===== config.mk =====
export PLATFORM = sky130hd
export DESIGN_NAME = prime_test_and_next_prime
export DESIGN_NICKNAME = d
export VERILOG_FILES = /design/src/rtl/ptnp_pkg.sv /design/src/rtl/ptnp_front.sv /design/src/rtl/ptnp_divmod.sv /design/src/rtl/ptnp_back.sv /design/src/rtl/prime_test_and_next_prime.sv
export SDC_FILE = /design/constraint.sdc
export NUM_CORES = 1
export LEC_CHECK = 0
export BUFFER_PORTS_ARGS = -buffer_cell sky130_fd_sc_hd__buf_2
export CAP_MARGIN = 20
export CORE_MARGIN = 2
export CORE_UTILIZATION = 50
export DETAILED_ROUTE_END_ITERATION = 8
export HOLD_SLACK_MARGIN = 0.05
export PLACE_DENSITY = 0.67
export SLEW_MARGIN = 10
export SYNTH_ARGS = -nofsm -noshare
export SYNTH_HDL_FRONTEND = slang
export SYNTH_SLANG_ARGS = --single-unit
export TNS_END_PERCENT = 100

===== constraint.sdc =====
create_clock -name clk -period 7.25 [get_ports clk]
set_input_delay 0.3625 -clock clk [delete_from_list [all_inputs] [get_ports clk]]
set_output_delay 0.3625 -clock clk [all_outputs]
set_load 0.02 [all_outputs]

===== src/rtl/ptnp_pkg.sv =====
package ptnp_pkg;

	localparam int unsigned NEXT_W = 31;

	typedef enum logic {
		KIND_TEST = 1'b0,
		KIND_NEXT = 1'b1
	} kind_t;

	// job handed from front to back
	typedef struct packed {
		logic        kind;
		logic [63:0] value;
	} job_t;

endpackage


===== src/rtl/ptnp_front.sv =====
module ptnp_front import ptnp_pkg::*; #(
	parameter int DATA_WIDTH = 32
) (
	input  logic        clk,
	input  logic        arst_n,
	input  logic        in_valid,
	output logic        in_ready,
	input  logic        in_kind,
	input  logic [31:0] in_number,
	output logic        job_valid,
	input  logic        job_ready,
	output job_t        job
);

	// two-entry queue
	job_t       q_mem_q [2];
	logic       wr_ptr_q, rd_ptr_q;
	logic [1:0] cnt_q;
	job_t       in_job;
	logic [63:0] ext;
	logic       push, pop;

	// take low DATA_WIDTH bits of the 32-bit field, sign-extend from bit DATA_WIDTH-1
	always_comb begin
		ext = {32'b0, in_number};
		for (int i = 0; i < 64; i++) begin
			if (i >= DATA_WIDTH) ext[i] = ext[DATA_WIDTH-1];
		end
		in_job.kind  = in_kind;
		in_job.value = ext;
	end

	assign in_ready  = (cnt_q != 2'd2);
	assign push      = in_valid && in_ready;
	assign job_valid = (cnt_q != 2'd0);
	assign pop       = job_valid && job_ready;
	assign job       = q_mem_q[rd_ptr_q];

	always_ff @(posedge clk) begin
		if (push) q_mem_q[wr_ptr_q] <= in_job;
	end

	always_ff @(posedge clk or negedge arst_n) begin
		if (!arst_n) begin
			wr_ptr_q <= 1'b0;
			rd_ptr_q <= 1'b0;
			cnt_q    <= 2'd0;
		end else begin
			if (push) wr_ptr_q <= ~wr_ptr_q;
			if (pop)  rd_ptr_q <= ~rd_ptr_q;
			cnt_q <= cnt_q + {1'b0, push} - {1'b0, pop};
		end
	end

endmodule


===== src/rtl/ptnp_divmod.sv =====
module ptnp_divmod #(
	parameter int W = 32
) (
	input  logic         clk,
	input  logic         arst_n,
	input  logic         start,
	input  logic [W-1:0] dividend,
	input  logic [W-1:0] divisor,
	output logic         done,
	output logic [W-1:0] quot,
	output logic [W-1:0] rem
);

	localparam int CW = $clog2(W + 1);

	logic [W-1:0]  q_q, r_q, d_q;
	logic [CW-1:0] cnt_q;
	logic          busy_q;
	logic [W:0]    trial;

	// one quotient bit per cycle, restoring
	assign trial = {r_q, q_q[W-1]} - {1'b0, d_q};
	assign quot  = q_q;
	assign rem   = r_q;

	always_ff @(posedge clk or negedge arst_n) begin
		if (!arst_n) begin
			busy_q <= 1'b0;
			done   <= 1'b0;
			cnt_q  <= '0;
		end else begin
			done <= 1'b0;
			if (start) begin
				busy_q <= 1'b1;
				cnt_q  <= CW'(W);
			end else if (busy_q) begin
				cnt_q <= cnt_q - 1'b1;
				if (cnt_q == CW'(1)) begin
					busy_q <= 1'b0;
					done   <= 1'b1;
				end
			end
		end
	end

	always_ff @(posedge clk) begin
		if (start) begin
			q_q <= dividend;
			r_q <= '0;
			d_q <= divisor;
		end else if (busy_q) begin
			if (!trial[W]) begin
				r_q <= trial[W-1:0];
				q_q <= {q_q[W-2:0], 1'b1};
			end else begin
				r_q <= {r_q[W-2:0], q_q[W-1]};
				q_q <= {q_q[W-2:0], 1'b0};
			end
		end
	end

endmodule


===== src/rtl/ptnp_back.sv =====
module ptnp_back import ptnp_pkg::*; #(
	parameter int DATA_WIDTH = 32
) (
	input  logic        clk,
	input  logic        arst_n,
	input  logic        job_valid,
	output logic        job_ready,
	input  job_t        job,
	output logic        out_valid,
	input  logic        out_ready,
	output logic        out_prime_flag,
	output logic [30:0] out_next_value,
	output logic        out_overflow
);

	localparam int W = DATA_WIDTH;
	localparam logic [W-1:0] MAX_POS = {1'b0, {(W-1){1'b1}}};

	typedef enum logic [2:0] {
		ST_IDLE, ST_CAND, ST_DIV, ST_WAIT, ST_OUT
	} state_t;

	state_t        state_q;
	logic          kind_q;
	logic [W-1:0]  cand_q, div_q;
	logic          second_q;
	logic          start_q;
	logic          done;
	logic [W-1:0]  quot, rem;
	logic          neg;

	ptnp_divmod #(.W(W)) u_div (
		.clk(clk), .arst_n(arst_n), .start(start_q),
		.dividend(cand_q), .divisor(second_q ? div_q + W'(2) : div_q),
		.done(done), .quot(quot), .rem(rem)
	);

	assign neg       = job.value[W-1];
	assign job_ready = (state_q == ST_IDLE);
	assign out_valid = (state_q == ST_OUT);

	// job sequencer: take a job, trial-divide each candidate, then advance the search or emit
	always_ff @(posedge clk or negedge arst_n) begin
		if (!arst_n) begin
			state_q  <= ST_IDLE;
			start_q  <= 1'b0;
			kind_q   <= 1'b0;
			cand_q   <= '0;
			div_q    <= '0;
			second_q <= 1'b0;
			out_prime_flag <= 1'b0;
			out_next_value <= '0;
			out_overflow   <= 1'b0;
		end else begin
			start_q <= 1'b0;
			case (state_q)
				ST_IDLE: if (job_valid) begin
					kind_q <= job.kind;
					out_prime_flag <= 1'b0;
					out_next_value <= '0;
					out_overflow   <= 1'b0;
					if (job.kind == KIND_TEST) begin
						if (neg) state_q <= ST_OUT;
						else begin
							cand_q  <= job.value[W-1:0];
							state_q <= ST_CAND;
						end
					end else if (neg || job.value[W-1:0] < W'(2)) begin
						out_prime_flag <= 1'b1;
						out_next_value <= 31'd2;
						state_q <= ST_OUT;
					end else if (job.value[W-1:0] == MAX_POS) begin
						out_overflow <= 1'b1;
						state_q <= ST_OUT;
					end else begin
						cand_q  <= job.value[W-1:0] + W'(1);
						state_q <= ST_CAND;
					end
				end
				ST_CAND: begin
					if (cand_q == W'(2) || cand_q == W'(3)) begin
						second_q <= 1'b1;
						state_q  <= ST_WAIT;
					end else if (cand_q <= W'(1) || !cand_q[0]) begin
						div_q   <= W'(0);
						state_q <= ST_DIV;
					end else begin
						div_q    <= W'(3);
						second_q <= 1'b0;
						start_q  <= 1'b1;
						state_q  <= ST_DIV;
					end
				end
				ST_DIV: begin
					// div_q==0 marks composite; div_q==3 checks mod 3
					if (div_q == W'(0)) begin
						second_q <= 1'b0;
						state_q  <= ST_WAIT;
					end else if (done) begin
						if (div_q == W'(3)) begin
							if (rem == '0) div_q <= W'(0);
							else begin
								div_q   <= W'(5);
								start_q <= 1'b1;
							end
						end else if (!second_q) begin
							// stop once the divisor exceeds n / divisor
							if (quot < div_q) begin
								second_q <= 1'b1;
								state_q  <= ST_WAIT;
							end else if (rem == '0) begin
								div_q <= W'(0);
							end else begin
								second_q <= 1'b1;
								start_q  <= 1'b1;
							end
						end else if (rem == '0) begin
							div_q <= W'(0);
						end else begin
							second_q <= 1'b0;
							div_q    <= div_q + W'(6);
							start_q  <= 1'b1;
						end
					end
				end
				ST_WAIT: begin
					// second_q holds the verdict here
					if (kind_q == KIND_TEST) begin
						out_prime_flag <= second_q;
						state_q <= ST_OUT;
					end else if (second_q) begin
						out_prime_flag <= 1'b1;
						out_next_value <= 31'(cand_q);
						state_q <= ST_OUT;
					end else if (cand_q == MAX_POS) begin
						out_overflow <= 1'b1;
						state_q <= ST_OUT;
					end else begin
						cand_q  <= cand_q + W'(1);
						state_q <= ST_CAND;
					end
				end
				ST_OUT: if (out_ready) state_q <= ST_IDLE;
				default: state_q <= ST_IDLE;
			endcase
		end
	end

endmodule


===== src/rtl/prime_test_and_next_prime.sv =====
// Operation: trial division, one divide per divisor tried (a mod-3 divide first),
// roughly sqrt(n)/3 divisors per odd candidate, repeated over the prime gap in next
// mode; trivial cases skip the divider.
// Throughput: one item at a time in the back end; a two-entry queue buffers input.
// Reset: arst_n asynchronous active low clears the queue and the sequencer.
module prime_test_and_next_prime import ptnp_pkg::*; #(
	parameter int DATA_WIDTH = 32
) (
	input  logic        clk,
	input  logic        arst_n,
	input  logic        s_axis_tvalid,
	output logic        s_axis_tready,
	input  logic [31:0] s_axis_tdata, // number
	input  logic        s_axis_tuser, // kind
	output logic        m_axis_tvalid,
	input  logic        m_axis_tready,
	output logic [31:0] m_axis_tdata, // next_value[30:0], overflow
	output logic        m_axis_tuser  // prime_flag
);

	logic        job_valid, job_ready;
	job_t        job;
	logic [30:0] next_value;
	logic        overflow;

	ptnp_front #(.DATA_WIDTH(DATA_WIDTH)) u_front (
		.clk(clk), .arst_n(arst_n),
		.in_valid(s_axis_tvalid), .in_ready(s_axis_tready),
		.in_kind(s_axis_tuser), .in_number(s_axis_tdata),
		.job_valid(job_valid), .job_ready(job_ready), .job(job)
	);

	ptnp_back #(.DATA_WIDTH(DATA_WIDTH)) u_back (
		.clk(clk), .arst_n(arst_n),
		.job_valid(job_valid), .job_ready(job_ready), .job(job),
		.out_valid(m_axis_tvalid), .out_ready(m_axis_tready),
		.out_prime_flag(m_axis_tuser), .out_next_value(next_value),
		.out_overflow(overflow)
	);

	assign m_axis_tdata = {overflow, next_value};

endmodule


* Word-level counts from Yosys, hierarchy flattened
Memory sizes are Yosys's and may differ from the RTL's.
Cells that the tools add are included.
** Operators by class
- Add/subtract/negate cells :: 8
- Magnitude comparators :: 3
- Equal/unequal tests :: 32
- Muxes and demuxes :: 89
- Bitwise logic cells :: 2
- Reductions and logical operators :: 21
** Operators by type and width (number)
- $mux W32 :: 20
- $pmux W32 S2 :: 2
- $mux W31 :: 4
- $eq A32 B2 Y1 const B :: 3
- $add A32 B1 Y32 const B :: 2
- $eq A32 B31 Y1 const B :: 2
- $logic_not A32 Y1 :: 2
- $pmux W31 S2 :: 1
- $mux W3 :: 15
- $mux W1 :: 38
- $sub A33 B32 Y33 :: 1
- $add A32 B2 Y32 const B :: 1
- $add A32 B3 Y32 const B :: 1
- $le A32 B1 Y1 const B :: 1
- $lt A32 B2 Y1 const B :: 1
- $lt A32 B32 Y1 :: 1
- $pmux W3 S5 :: 1
- $mux W6 :: 2
- $ne A2 B2 Y1 const B :: 6
- $ne A3 B2 Y1 const B :: 4
- $ne A3 B3 Y1 const B :: 4
- $reduce_and A6 Y1 :: 2
- $ne A2 B1 Y1 const B :: 5
- $pmux W1 S2 :: 4
- other kinds (22) :: 32
** Word-level totals
- Register bits :: 211
- Memory bits (writable) :: 130
- Input bits :: 37
- Output and inout port bits :: 35
- Word-level logic and storage cells :: 174
- Memories :: 1
** Memories
- u_front.q_mem_q :: depth 2, bits a word 65, read ports 1, clocked after Yosys merged registers in 0, write ports 1, RTL line ptnp_front.sv:16 : job_t q_mem_q [2];

* Depth between registers and ports, before layout
- Depth after elaboration :: 8
- Mapped depth :: 16
- Depth with buffers taken out :: 12

* Modules after synthesis
Synthesis repeated with hierarchy kept, for this count alone.
** Second synthesis, totals
- Cell total of the unflattened synthesis :: 1730
- Area total of the unflattened synthesis :: 16687.3 µm²
** Modules (own cells, without submodules)
- ptnp_back :: instances 1, cells each 1008, area an instance 7828.8 µm², seq. area each 2577.5 µm²
- ptnp_divmod :: instances 1, cells each 564, area an instance 6004.5 µm², seq. area each 2762.6 µm²
- ptnp_front :: instances 1, cells each 157, area an instance 2846.5 µm², seq. area each 2082.0 µm²
- prime_test_and_next_prime :: instances 1, cells each 1, area an instance 7.5 µm², seq. area each 0.0 µm²

* Worst setup path before layout
No wires, ideal clock.
- Path type :: register -> register
- Start point :: reg u_front.rd_ptr_q
- End point :: reg u_back.cand_q[23]
- Library setup time :: 0.121 ns
- Arrival :: 3.167 ns
- Required time :: 7.129 ns
- Setup slack :: 3.962 ns
- Cell stages (with the launch flop) :: 15
- Path buffers :: 7
- Period minus slack after synthesis :: 3.288 ns
- Path through :: dfrtp_1 buf_6 buf_2 buf_2 buf_2 buf_1 buf_2 mux2_2 ha_1 and3_1 a2bb2oi_2 a22o_1 buf_6 a21o_1 a22o_1
** On the way
- Cells in the longest elaborated chain, start to end :: 7
- Elaborated cells on any way between the ends :: 15
- Those cells by class :: 1 x add/sub; 1 x order compare; 4 x eq/ne; 6 x mux; 2 x reduce/logical; 1 x memory
** RTL lines
- start: declaration :: RTL line ptnp_front.sv:17 : logic wr_ptr_q, rd_ptr_q;
- start signal: assignment :: RTL line ptnp_front.sv:50 : if (pop) rd_ptr_q <= ~rd_ptr_q;
- $mem_v2 Z2 W65 *
- $add A32 B1 Y32 :: RTL line ptnp_back.sv:76 : cand_q <= job.value[W-1:0] + W'(1);
- $mux W32 :: RTL line ptnp_back.sv:72 : end else if (job.value[W-1:0] == MAX_POS) begin
- $mux W32 :: RTL line ptnp_back.sv:68 : end else if (neg || job.value[W-1:0] < W'(2)) begin
- $mux W32 :: RTL line ptnp_back.sv:62 : if (job.kind == KIND_TEST) begin
- $mux W32 :: RTL line ptnp_back.sv:57 : ST_IDLE: if (job_valid) begin
- $pmux W32 S2 :: RTL line ptnp_back.sv:56 : case (state_q)
- end signal: assignment :: RTL line ptnp_back.sv:65 : cand_q <= job.value[W-1:0];
- end signal: assignment :: RTL line ptnp_back.sv:76
- end signal: assignment :: RTL line ptnp_back.sv:139 : cand_q <= cand_q + W'(1);
- end: declaration :: RTL line ptnp_back.sv:25 : logic [W-1:0] cand_q, div_q;
Mark *: on every way between the ends. The rest lies on a longest branch, timed or not. The select of a mux whose other input is x is not followed.
A chain may end at the register's enable or synchronous reset.

* Worst setup path after layout
- Start point :: reg u_front.rd_ptr_q
- End point :: reg u_back.cand_q[26]
Same word-level chain as after synthesis.

==> results.sh <==
export IMPL_avgViaCountPerCell=5.892
export IMPL_multi_input_area_sq_um=8398
export IMPL_fin_area_sq_um=18610
export IMPL_peakVddDrop_uv=272.8
export IMPL_power_density_nw_per_um2=438.1
export IMPL_rows=66
export IMPL_htree_levels=1
export IMPL_port_buffers=71
export IMPL_clock_path_buffers=3
export IMPL_n_antenna_cell=0
export IMPL_critPathRequiredTime_ns=7.69
export IMPL_worst_path_buf_inv=2
export IMPL_combPwrFrac=0.449
export IMPL_critPathMaxStageDelay_ns=0.64
export IMPL_p_switching_w=0.003458
export IMPL_root_buffer="clkbuf_16"
export IMPL_nFillCells=2869
export IMPL_grt_overflow=0
export IMPL_stdcell_count=2302
export IMPL_end_kind="flop"
export IMPL_first_iter_violations=985
export IMPL_drc=0
export IMPL_rsz0062_at_grt="false"
export IMPL_slowest_stage="buf_4"
export IMPL_num_nets_final=1947
export IMPL_wl_microns=44070
export IMPL_skew_ns=0.01647
export IMPL_p_seq_frac=0.359
export IMPL_grt_pass1_vias=13037
export IMPL_critPathArrivalTime_ns=4.42
export IMPL_synth_cells=1775
export IMPL_regArea_sq_um=7427
export IMPL_critPathKind="flop to flop"
export IMPL_vias=13564
export IMPL_cts_inserted_buffers=31
export IMPL_timing_rr_start="u_front.rd_ptr_q"
export IMPL_place_area_sq_um=17190
export IMPL_clk_pin_slew_worst_paths_ns=0.06
export IMPL_place_gp_congestion=0.9041
export IMPL_synthArstFlopShare=0.4152
export IMPL_synth_common_cells="nand2_1, a21oi_1, edfxtp_1"
export IMPL_insertion_delay_ns=0.59
export IMPL_switching_share=0.4243
export IMPL_start_util=0.5082
export IMPL_synth_area_leaders="edfxtp_1, dfrtp_1, ha_1"
export IMPL_post_cts_buffers=0
export IMPL_syn_cell_area_sq_um=16580
export IMPL_core_sq_um=32620
export IMPL_hold_violations=0
export IMPL_dr_pass1_iters=5
export IMPL_setup_viol=0
export IMPL_worstRegToRegCells=11
export IMPL_hp_class="primary input to flop"
export IMPL_p_int_w=0.004693
export IMPL_max_slew_margin=0.3200
export IMPL_yosysUniqueCellTypes=81
export IMPL_hold_depth=3
export IMPL_drtAntennaViolNets=0
export IMPL_drive_above_1_share=0.1097
export IMPL_critPathTopFamily="compound AO/OA/AOI/OAI gates"
export IMPL_power_frac_clock=0.192
export IMPL_drv_cap=0
export IMPL_synth_edf_count=130
export IMPL_cts_tree="built"
export IMPL_hold_start="s_axis_tvalid"
export IMPL_startpoint="u_front.rd_ptr_q"
export IMPL_avgRoutedWirePerCell_microns=19.14
export IMPL_dieWidth_microns=186.1
export IMPL_status="complete, no violations"
export IMPL_worstMarginPinSlew_ns=1.011
export IMPL_min_period_ns=3.981
export IMPL_cts_sinks=277
export IMPL_area_growth_pct=12.23
export IMPL_grt_max_degree=80
export IMPL_cp_depth=11
export IMPL_yosysMostFrequentCell="nand2_1"
export IMPL_yosysWarnings=0
export IMPL_synth_fp_nets=1887
export IMPL_antenna_found_initial=0
export IMPL_p_leak_nw=7.308
export IMPL_grt_usage=0.2576
export IMPL_dp_cells=2207
export IMPL_slew_violations=0
export IMPL_grt_pass1_wl_microns=70150
export IMPL_worstPathMaxFanout=68
export IMPL_chipHeight_microns=186.1
export IMPL_path_common_cell="buf_4"
export IMPL_ys_flop_type="edfxtp_1"
export IMPL_synth_seq_area_share=0.4477
export IMPL_crit_chain="buf_4 -> mux2i_1 -> a211oi_1 -> nand3_1 -> nor3_1 -> and3_1 -> a2bb2oi_2 -> a22oi_4 -> buf_4 -> o21ai_0 -> a22oi_1"
export IMPL_syn_avg_cell_area_sq_um=9.340
export IMPL_ios=72
export IMPL_dpl_hpwl_microns=31790
export IMPL_holdWs_ns=0.1119
export IMPL_synth_top_cell_by_area="edfxtp_1"
export IMPL_dieArea_sq_um=34630
export IMPL_timing_final_crit_share=0.5491
export IMPL_ys_ff_latch=277
export IMPL_yosys_area_top_type_share=0.2355
export IMPL_fmax_ghz=0.2512
export IMPL_cp_start_kind="flop"
export IMPL_fin_setup_tns_ns=0
==> state kept, by name (all words and copies together), names as in the netlist <==
signal                 flops
u_back.u_div.rem          32
u_back.u_div.quot         32
u_back.u_div.done          1
u_back.out_overflow        1
u_back.out_next_value     31
u_back.u_div.busy_q        1
u_back.cand_q             32
u_back.div_q              32
u_front.wr_ptr_q           1
u_front.rd_ptr_q           1
u_back.start_q             1
u_front.cnt_q              2
u_back.second_q            1
u_back.out_prime_flag      1
u_back.u_div.d_q          32
u_back.u_div.cnt_q         6
u_front.q_mem_q           66
u_back.kind_q              1
u_back.state_q             3
==> power by group through the flow <==
stage	Sequential, W	Clock (W)	Combinational [W]
6_report	0.00292	0.00156	0.00366
5_1_grt	0.00299	0.00166	0.00408
3_5_place_dp	0.00293	0	0.00360
2_1_floorplan	0.00274	0	0.00280
3_3_place_gp	0.00293	0	0.00352
4_1_cts	0.00291	0.00160	0.00364
==> layout by cell type (no fill, tap or decap), drive strengths merged, types with 12 or more instances in the layout <==
cell type and count:
nand3 55, xnor2 72, nand2b 13, mux2i 50, nand2 235, nor3 46, dfxtp 32, nand3b 12
dfrtp 115, edfxtp 130, mux2 39, o31ai 13, a21oi 156, dlygate4sd3 35, inv 94, a211oi 30
o21ai 108, nor2 107, buf 88, a22o 12, nor4 43, clkinv 13, a31oi 12, xor2 29
ha 74, clkbuf 37, a21o 23, nand4 36, and3 15
==> layout make-up <==
class                   count  area share
multi-input cells        1310      0.4513
flip-flops and latches    277      0.3992
repair buffers            123     0.04707
clock buffers              37     0.04290
well taps                 442     0.02972
inverters                  92     0.01856
clock inverters            21     0.01123
==> worst register-to-register path, stage by stage, from the launching register on <==
cell and delay, ns:
dfrtp_2 0.48, buf_4 0.64, mux2i_1 0.34, a211oi_1 0.61, nand3_1 0.15, nor3_1 0.39, and3_1 0.24, a2bb2oi_2 0.28
a22oi_4 0.07, buf_4 0.32, o21ai_0 0.20, a22oi_1 0.13
==> logic make-up after synthesis <==
logic type | synth area share
and+or+nand+nor | 0.1808
xor gates and xnor gates | 0.05381
muxes | 0.05668
AOI/OAI and AO/OA | 0.1569
buffers and inverters | 0.04702
adders and majority gates | 0.05706
DFF | 0.4477
==> repair_timing <==
item	4_1_cts	5_1_grt
hold buffers	35	0
hold endpoints to repair	103	0
resized for setup	0	0
==> layer usage <==
layer / routed length (microns) / track usage / vias up / part of all wire
met3: 2283 / 0.03639 / 89 / 0.052
met1: 19550 / 0.3430 / 6496 / 0.44
li1: - / - / 6542 / -
met4: 1562 / 0.08945 / 0 / 0.035
met2: 20680 / 0.4306 / 437 / 0.47
met5: 0 / 0 / - / 0
==> per-stage QoR <==
stage	utilization	total power [W]	worst slack, ns
2_1_floorplan	-	0.005546	3.962
3_3_place_gp	0.5271	0.006449	3.391
3_5_place_dp	0.5271	0.006532	3.364
4_1_cts	0.5687	0.008146	3.340
5_1_grt	0.5704	0.008734	2.835
6_report	0.5704	0.008151	3.269
==> worst paths after layout <==
check / end / slack [ns]
min: u_front.wr_ptr_q / 0.11
max reg2reg: u_back.cand_q[26] / 3.27
max in group asynchronous: u_back.cand_q[28] / 5.81
min reg2reg: u_back.out_next_value[27] / 0.49
min in group asynchronous: u_back.u_div.cnt_q[1] / 0.29
max: u_back.cand_q[26] / 3.27
Note: power is estimated with default switching activity, not from simulation.
